===== src/opcm_pkg.sv =====
// ---------------------------------------------------------------------------
// opcm_pkg: shared types and constants of the onset peak cluster merger
// Field widths, register indexes and the result record passed from the
// cluster logic to the output queue.
// ---------------------------------------------------------------------------
`default_nettype none

package opcm_pkg;

   localparam int POS_W    = 16;
   localparam int WEIGHT_W = 24;
   localparam int DIST_W   = 16;
   localparam int INDEX_W  = 8;
   localparam int DATA_W   = POS_W + WEIGHT_W;

   // Output queue depth; a transfer is taken only while two entries are free.
   localparam int FIFO_DEPTH = 4;
   localparam int PTR_W      = $clog2(FIFO_DEPTH);
   localparam int COUNT_W    = $clog2(FIFO_DEPTH + 1);

   localparam logic [WEIGHT_W-1:0] WEIGHT_MAX = {WEIGHT_W{1'b1}};

   localparam logic [INDEX_W-1:0] REG_MERGE_MODE   = INDEX_W'(0);
   localparam logic [INDEX_W-1:0] REG_MIN_DISTANCE = INDEX_W'(1);

   localparam logic MODE_KEEP = 1'b0;
   localparam logic MODE_SUM  = 1'b1;

   typedef struct packed {
      logic [POS_W-1:0]    position;
      logic [WEIGHT_W-1:0] weight;
      logic                last;
   } result_type;

   // Results caused by one onset: a closed cluster first, then a flush.
   typedef struct packed {
      logic       close_valid;
      result_type close_result;
      logic       flush_valid;
      result_type flush_result;
   } result_pair_type;

endpackage

`default_nettype wire


===== src/opcm_cluster.sv =====
// ---------------------------------------------------------------------------
// opcm_cluster: cluster state and merge decision
// Holds the open cluster and, for each accepted onset, updates it and
// reports the closed and the flushed cluster, if any.
// ---------------------------------------------------------------------------
`default_nettype none

module opcm_cluster (
   input  wire logic                           clock,
   input  wire logic                           reset,
   input  wire logic                           item_valid,
   input  wire logic [opcm_pkg::POS_W-1:0]     item_position,
   input  wire logic [opcm_pkg::WEIGHT_W-1:0]  item_weight,
   input  wire logic                           item_last,
   input  wire logic                           merge_mode,
   input  wire logic [opcm_pkg::DIST_W-1:0]    min_distance,
   output opcm_pkg::result_pair_type           results
);
   import opcm_pkg::*;

   logic                cluster_open_ff, cluster_open_in;
   logic [POS_W-1:0]    chosen_position_ff, chosen_position_in;
   logic [WEIGHT_W-1:0] largest_weight_ff, largest_weight_in;
   logic [WEIGHT_W-1:0] weight_total_ff, weight_total_in;
   logic [POS_W-1:0]    gap_reference_ff, gap_reference_in;

   logic signed [POS_W:0] gap_prev, gap_peak, dist_s;
   logic                  joins_prev, joins_peak, joins;
   logic [WEIGHT_W-1:0]   merged_weight;
   logic [WEIGHT_W-1:0]   base_largest, base_total;
   logic [POS_W-1:0]      base_chosen, base_reference;
   logic [WEIGHT_W:0]     sum_wide;
   logic [WEIGHT_W-1:0]   sum_sat;
   logic                  new_peak;
   logic [POS_W-1:0]      next_chosen, next_reference;
   logic [WEIGHT_W-1:0]   next_largest, next_total;

   always_comb begin
      dist_s   = $signed({1'b0, min_distance});
      // Backward positions give a negative gap and therefore join.
      gap_prev = $signed({1'b0, item_position}) - $signed({1'b0, gap_reference_ff});
      gap_peak = $signed({1'b0, item_position}) - $signed({1'b0, chosen_position_ff});
      joins_prev = gap_prev < dist_s;
      joins_peak = gap_peak < dist_s;
      joins      = cluster_open_ff && (joins_prev || joins_peak);

      merged_weight = (merge_mode == MODE_SUM) ? weight_total_ff : largest_weight_ff;

      // When the cluster closes, its merged onset becomes a one-member
      // cluster anchored on its own position before the new onset is tried.
      if (joins_prev) begin
         base_largest   = largest_weight_ff;
         base_total     = weight_total_ff;
         base_chosen    = chosen_position_ff;
         base_reference = gap_reference_ff;
      end else begin
         base_largest   = merged_weight;
         base_total     = merged_weight;
         base_chosen    = chosen_position_ff;
         base_reference = chosen_position_ff;
      end

      sum_wide = {1'b0, base_total} + {1'b0, item_weight};
      sum_sat  = sum_wide[WEIGHT_W] ? WEIGHT_MAX : sum_wide[WEIGHT_W-1:0];
      new_peak = item_weight >= base_largest;

      if (joins) begin
         next_total     = sum_sat;
         next_largest   = new_peak ? item_weight : base_largest;
         next_chosen    = new_peak ? item_position : base_chosen;
         next_reference = (merge_mode == MODE_KEEP) ? item_position : base_reference;
      end else begin
         next_total     = item_weight;
         next_largest   = item_weight;
         next_chosen    = item_position;
         next_reference = item_position;
      end

      results.close_valid           = item_valid && cluster_open_ff && !joins;
      results.close_result.position = chosen_position_ff;
      results.close_result.weight   = merged_weight;
      results.close_result.last     = 1'b0;
      results.flush_valid           = item_valid && item_last;
      results.flush_result.position = next_chosen;
      results.flush_result.weight   = (merge_mode == MODE_SUM) ? next_total : next_largest;
      results.flush_result.last     = 1'b1;

      cluster_open_in    = cluster_open_ff;
      chosen_position_in = chosen_position_ff;
      largest_weight_in  = largest_weight_ff;
      weight_total_in    = weight_total_ff;
      gap_reference_in   = gap_reference_ff;
      if (item_valid) begin
         if (item_last) begin
            cluster_open_in    = 1'b0;
            chosen_position_in = '0;
            largest_weight_in  = '0;
            weight_total_in    = '0;
            gap_reference_in   = '0;
         end else begin
            cluster_open_in    = 1'b1;
            chosen_position_in = next_chosen;
            largest_weight_in  = next_largest;
            weight_total_in    = next_total;
            gap_reference_in   = next_reference;
         end
      end
   end

   always_ff @(posedge clock) begin
      if (reset) begin
         cluster_open_ff    <= 1'b0;
         chosen_position_ff <= '0;
         largest_weight_ff  <= '0;
         weight_total_ff    <= '0;
         gap_reference_ff   <= '0;
      end else begin
         cluster_open_ff    <= cluster_open_in;
         chosen_position_ff <= chosen_position_in;
         largest_weight_ff  <= largest_weight_in;
         weight_total_ff    <= weight_total_in;
         gap_reference_ff   <= gap_reference_in;
      end
   end

endmodule

`default_nettype wire


===== src/onset_peak_cluster_merger_core.sv =====
// ---------------------------------------------------------------------------
// onset_peak_cluster_merger_core: onset cluster merger, streaming top level
// Results: the results of an onset are written into the output queue
//   registers when the onset is transferred and leave from its head in order.
// Throughput: one onset per cycle; req_tready drops while fewer than two of
//   the four output queue entries are free, since an onset may cause two.
// Reset: synchronous; clears the open cluster and the output queue and sets
//   merge_mode to 0 and min_distance to 10.
// ---------------------------------------------------------------------------
`default_nettype none

module onset_peak_cluster_merger_core (
   input  wire logic                          clock,
   input  wire logic                          reset,
   // req_tdata: onset_position [15:0], onset_weight [39:16]
   input  wire logic                          req_tvalid,
   output      logic                          req_tready,
   input  wire logic [opcm_pkg::DATA_W-1:0]   req_tdata,
   input  wire logic                          req_tlast,
   // rsp_tdata: merged_position [15:0], merged_weight [39:16]
   output      logic                          rsp_tvalid,
   input  wire logic                          rsp_tready,
   output      logic [opcm_pkg::DATA_W-1:0]   rsp_tdata,
   output      logic                          rsp_tlast,
   input  wire logic                          csr_valid,
   output      logic                          csr_ready,
   input  wire logic [opcm_pkg::INDEX_W-1:0]  csr_index,
   input  wire logic [opcm_pkg::DIST_W-1:0]   csr_data
);
   import opcm_pkg::*;

   logic                merge_mode_ff;
   logic [DIST_W-1:0]   min_distance_ff;
   logic                req_accept, rsp_accept;
   result_pair_type     results;

   result_type          queue_ff [FIFO_DEPTH];
   logic [PTR_W-1:0]    wr_ptr_ff, wr_ptr_in, rd_ptr_ff, rd_ptr_in;
   logic [COUNT_W-1:0]  count_ff, count_in;
   logic [COUNT_W-1:0]  push_count;
   result_type          first_entry;
   result_type          head;

   assign csr_ready  = 1'b1;
   assign req_tready = count_ff <= COUNT_W'(FIFO_DEPTH - 2);
   assign req_accept = req_tvalid && req_tready;
   assign rsp_tvalid = count_ff != '0;
   assign rsp_accept = rsp_tvalid && rsp_tready;

   always_ff @(posedge clock) begin
      if (reset) begin
         merge_mode_ff   <= MODE_KEEP;
         min_distance_ff <= DIST_W'(10);
      end else if (csr_valid && csr_ready) begin
         case (csr_index)
            REG_MERGE_MODE:   merge_mode_ff   <= csr_data[0];
            REG_MIN_DISTANCE: min_distance_ff <= csr_data;
            default: ;
         endcase
      end
   end

   opcm_cluster cluster_inst (
      .clock         (clock),
      .reset         (reset),
      .item_valid    (req_accept),
      .item_position (req_tdata[POS_W-1:0]),
      .item_weight   (req_tdata[DATA_W-1:POS_W]),
      .item_last     (req_tlast),
      .merge_mode    (merge_mode_ff),
      .min_distance  (min_distance_ff),
      .results       (results)
   );

   // A closed cluster always goes ahead of the flush of the same onset.
   always_comb begin
      first_entry = results.close_valid ? results.close_result : results.flush_result;
      push_count  = COUNT_W'(results.close_valid) + COUNT_W'(results.flush_valid);
      wr_ptr_in   = wr_ptr_ff + PTR_W'(push_count);
      rd_ptr_in   = rd_ptr_ff + PTR_W'(rsp_accept);
      count_in    = count_ff + push_count - COUNT_W'(rsp_accept);
      head        = queue_ff[rd_ptr_ff];
      rsp_tdata   = {head.weight, head.position};
      rsp_tlast   = head.last;
   end

   always_ff @(posedge clock) begin
      if (results.close_valid || results.flush_valid) begin
         queue_ff[wr_ptr_ff] <= first_entry;
      end
      if (results.close_valid && results.flush_valid) begin
         queue_ff[wr_ptr_ff + PTR_W'(1)] <= results.flush_result;
      end
   end

   always_ff @(posedge clock) begin
      if (reset) begin
         wr_ptr_ff <= '0;
         rd_ptr_ff <= '0;
         count_ff  <= '0;
      end else begin
         wr_ptr_ff <= wr_ptr_in;
         rd_ptr_ff <= rd_ptr_in;
         count_ff  <= count_in;
      end
   end

endmodule

`default_nettype wire


===== config.mk =====
export PLATFORM = sky130hd
export DESIGN_NAME = onset_peak_cluster_merger_core
export DESIGN_NICKNAME = d
export VERILOG_FILES = /design/src/opcm_pkg.sv /design/src/opcm_cluster.sv /design/src/onset_peak_cluster_merger_core.sv
export SDC_FILE = /design/constraint.sdc
export NUM_CORES = 1
export LEC_CHECK = 0
export BUFFER_PORTS_ARGS = -buffer_cell sky130_fd_sc_hd__buf_2
export CAP_MARGIN = 10
export CORE_MARGIN = 2
export CORE_UTILIZATION = 60
export DETAILED_ROUTE_END_ITERATION = 10
export PLACE_DENSITY_LB_ADDON = 0.12
export SLEW_MARGIN = 40
export SYNTH_ARGS = -nofsm -noshare
export SYNTH_HDL_FRONTEND = slang
export SYNTH_SLANG_ARGS = --single-unit

===== constraint.sdc =====
create_clock -name clock -period 9.2 [get_ports clock]
set_input_delay 0.46 -clock clock [delete_from_list [all_inputs] [get_ports clock]]
set_output_delay 0.46 -clock clock [all_outputs]
set_load 0.005 [all_outputs]

==> results.py <==
metrics = {
    "timing": {
        "worst_slew_pin_slew_ps": 877,
        "worst_hold_slack_ps": 117,
        "slew_viol_final": 0,
        "finalCritPeriodShare_pct": 85.3,
        "grt_setup_unrepaired": "no",
        "fmax_mhz": 127,
        "tns_ps": 0,
        "hold_viol": 0,
        "setup_viol": 0,
        "setup_ws_ps": 1350,
        "maxSlewHeadroom_pct": 39.8,
        "skew_ps": 18.6,
        "period_needed_ps": 7850,
    },
    "grt": {
        "grt_pass1_wl_um": 78000,
        "grt_overflow": 0,
        "antenna_found_initial": 0,
        "grt_max_degree": 81,
        "grt_pass1_vias": 13807,
        "grt_use_total_pct": 32.8,
    },
    "cts": {
        "path_clk_slew_ps": 60,
        "htreeDepth": 1,
        "cts_resized": 0,
        "clock_latency_ps": 580,
        "clock-sinks": 269,
        "cts_tree": "built",
        "cts_made_buffers": 29,
        "cts_root_buf": "clkbuf_16",
        "cts_setup_buffers": 0,
        "cts_max_path_buffers": 3,
        "cts_hold_buf": 0,
    },
    "routing": {
        "vias": 14394,
        "drc": 0,
        "vias_per_cell": 6.61,
        "wl_um": 50100,
        "ant_nets": 0,
        "drt_iter0_drc": 1707,
        "wl_per_cell_um": 23.0,
        "dr.pass1.iters": 6,
    },
    "run_status": {
        "status": "finished clean",
    },
    "synth": {
        "synth_area_sq_mm": 0.0174,
        "yosys-top-cells-area": "edfxtp_1 (28%), dfxtp_1 (13%), ha_1 (8.4%)",
        "yosys_warnings": 0,
        "synth-seq-area-share_pct": 40.2,
        "avgSynthCellArea_sq_um": 10.2,
        "ys_ff_latch": 269,
        "synth.net_count": 1892,
        "synth.distinct_cells": 80,
        "synth_top_cell_by_area": "edfxtp_1",
        "syn_inst": 1701,
        "synth_top_area_share_pct": 27.7,
        "async_flop_share_pct": 0,
        "synth-edff-count": 160,
        "synthFlopType": "edfxtp_1",
    },
    "placed_design": {
        "gp_congestion": 0.961,
        "portBuffers": 112,
        "place_ws_ps": 1290,
        "hpwl_um": 34700,
        "dp_cells": 2122,
        "placed_area_sq_mm": 0.0182,
    },
    "job": {
        "maxCapViolCount": 0,
    },
    "floorplanning": {
        "dieHeight_um": 174,
        "ios": 114,
        "start_util_pct": 60.7,
        "fp.coreArea_sq_mm": 0.0286,
        "die_w_um": 174,
        "rows": 62,
        "fp.dieArea_sq_mm": 0.0303,
    },
    "setup_path": {
        "rrSetupSlack_ps": 1350,
        "path_buf_inv": 3,
        "crit_family": "compound AO/OA/AOI/OAI gates",
        "cpPeakStageDelay_ps": 520,
        "cp_max_fo": 14,
        "crit_type": "reg -> reg",
        "startpoint_type": "register",
        "cp.required_ps": 9600,
        "arrival_ps": 8240,
        "endpoint_kind": "register",
        "cp_slowest_cell": "nor3_1",
    },
    "cells_and_area": {
        "fin_nets": 1960,
        "syn_to_final_growth_pct": 10.9,
        "layoutNonFillerInstCount": 2176,
        "design_area_sq_mm": 0.0193,
        "drive_gt1_share_pct": 16.9,
        "final_util_pct": 67.3,
        "fillers": 2272,
        "diodes": 0,
        "multi_input_area_sq_mm": 0.00946,
        "final-seq-area_sq_mm": 0.00699,
    },
    "power_and_ir_drop": {
        "p_leak_nw": 7.04,
        "peakVddDrop_v": 0.000140,
        "finalPower_mw": 4.34,
        "power_density_mw_per_mm2": 225,
    },
    "hold_path": {
        "worst_hold_path_type": "in -> reg",
    },
}
==> cell usage after synthesis (all sizes together), types with 10 or more instances <==
cell type    n
clkbuf      48
buf         54
nand3       33
nor2       135
nor3        13
o21a        18
mux2i       84
nand2       74
a211oi      11
ha         117
inv        134
a22oi       40
a22o        61
nor2b       10
a21o        17
or3         13
xnor2       30
o221ai      22
a21oi      112
mux4        41
o22ai       99
o2bb2ai     20
o21ai       53
nand2b      11
edfxtp     160
dfxtp      109
xor2        15
nand4       11
mux2        26
o211ai      23
==> routing by layer <==
| metal | global-route usage (%) | wire length [um] | up-vias |
|---|---|---|---|
| met5 | 0 | 0 | - |
| met2 | 49.6 | 21700 | 806 |
| li1 | - | - | 6637 |
| met3 | 10.5 | 6080 | 90 |
| met1 | 46.2 | 21200 | 6861 |
| met4 | 7.53 | 1080 | 0 |
==> layout make-up <==
class	count	share of cell area, %
flip-flops and latches	269	36.3
repair buffers	139	4.05
inverters	134	2.62
multi-input cells	1196	49.1
well taps	384	2.49
clock inverters	19	1.52
clock buffers	35	3.89
==> layout by cell type, fill, tap and decap left out, types with 11 or more instances in the layout <==
cell type and instances:
xor2_1 15, o21ai_0 47, o211ai_1 23, inv_1 133
o2bb2ai_1 20, buf_4 25, dfxtp_1 106, nand2_1 72
clkbuf_16 29, a21o_1 17, buf_2 112, nor2_1 129
nor3_1 12, o21a_1 18, o221ai_1 22, a22oi_1 40
mux2_2 26, nand4_1 11, ha_1 117, mux2i_1 82
xnor2_1 30, a21oi_1 109, nand3_1 32, a22o_1 61
o22ai_1 99, mux4_2 41, nand2b_1 11, or3_1 11
edfxtp_1 160
==> kinds of logic (layout without fill, tap and decap cells) <==
kind of cell | after synthesis | in the layout | share of synthesized area (%)
AO/OA/AOI/OAI | 537 | 537 | 21.6
AND/OR/NAND/NOR | 341 | 341 | 9.38
flip-flops | 269 | 269 | 40.2
buffers and inverters | 236 | 327 | 5.81
multiplexers | 151 | 151 | 11.8
adder cells (fa/ha/maj) | 121 | 121 | 8.89
XOR/XNOR | 45 | 45 | 2.27
other | 1 | 1 | 0.0216
==> worst reg2reg max path: cells and delay by family, from the launching register on <==
family                   cells  cell delay [ps]
adder cells (fa/ha/maj)      3              860
flip-flops                   1              380
AO/OA/AOI/OAI               16             3750
buffers and inverters        3              740
multiplexers                 2              620
XOR/XNOR                     1               90
AND/OR/NAND/NOR              5             1230
==> report_power, final <==
part	switching, mW	internal (mW)	total, mW
Clock	0.506	0.779	1.29
Sequential	0.0942	1.37	1.46
Combinational	0.930	0.659	1.59
==> final timing paths <==
kind | startpoint | end | depth (start not counted)
hold / removal | csr_data[4] | min_distance_ff[4]$_SDFFE_PP0P_ | 3
setup / recovery | cluster_inst.gap_reference_ff[1]$_SDFFE_PP0P_ | queue_ff[1][17]$_DFFE_PP_ | 30
setup reg to reg | cluster_inst.gap_reference_ff[1]$_SDFFE_PP0P_ | queue_ff[1][17]$_DFFE_PP_ | 30
hold reg to reg | queue_ff[1][0]$_SDFFE_PP1P_ | queue_ff[1][0]$_SDFFE_PP1P_ | 1
==> state kept, by name, summed over array words and instances, names as in the netlist <==
name                            count
rd_ptr_ff                           2
cluster_inst.gap_reference_ff      16
queue_ff                          164
wr_ptr_ff                           2
cluster_inst.weight_total_ff       24
cluster_inst.largest_weight_ff     24
cluster_inst.cluster_open_ff        1
merge_mode_ff                       1
count_ff                            3
min_distance_ff                    16
cluster_inst.base_chosen           16
(Power assumes the default switching activity.)
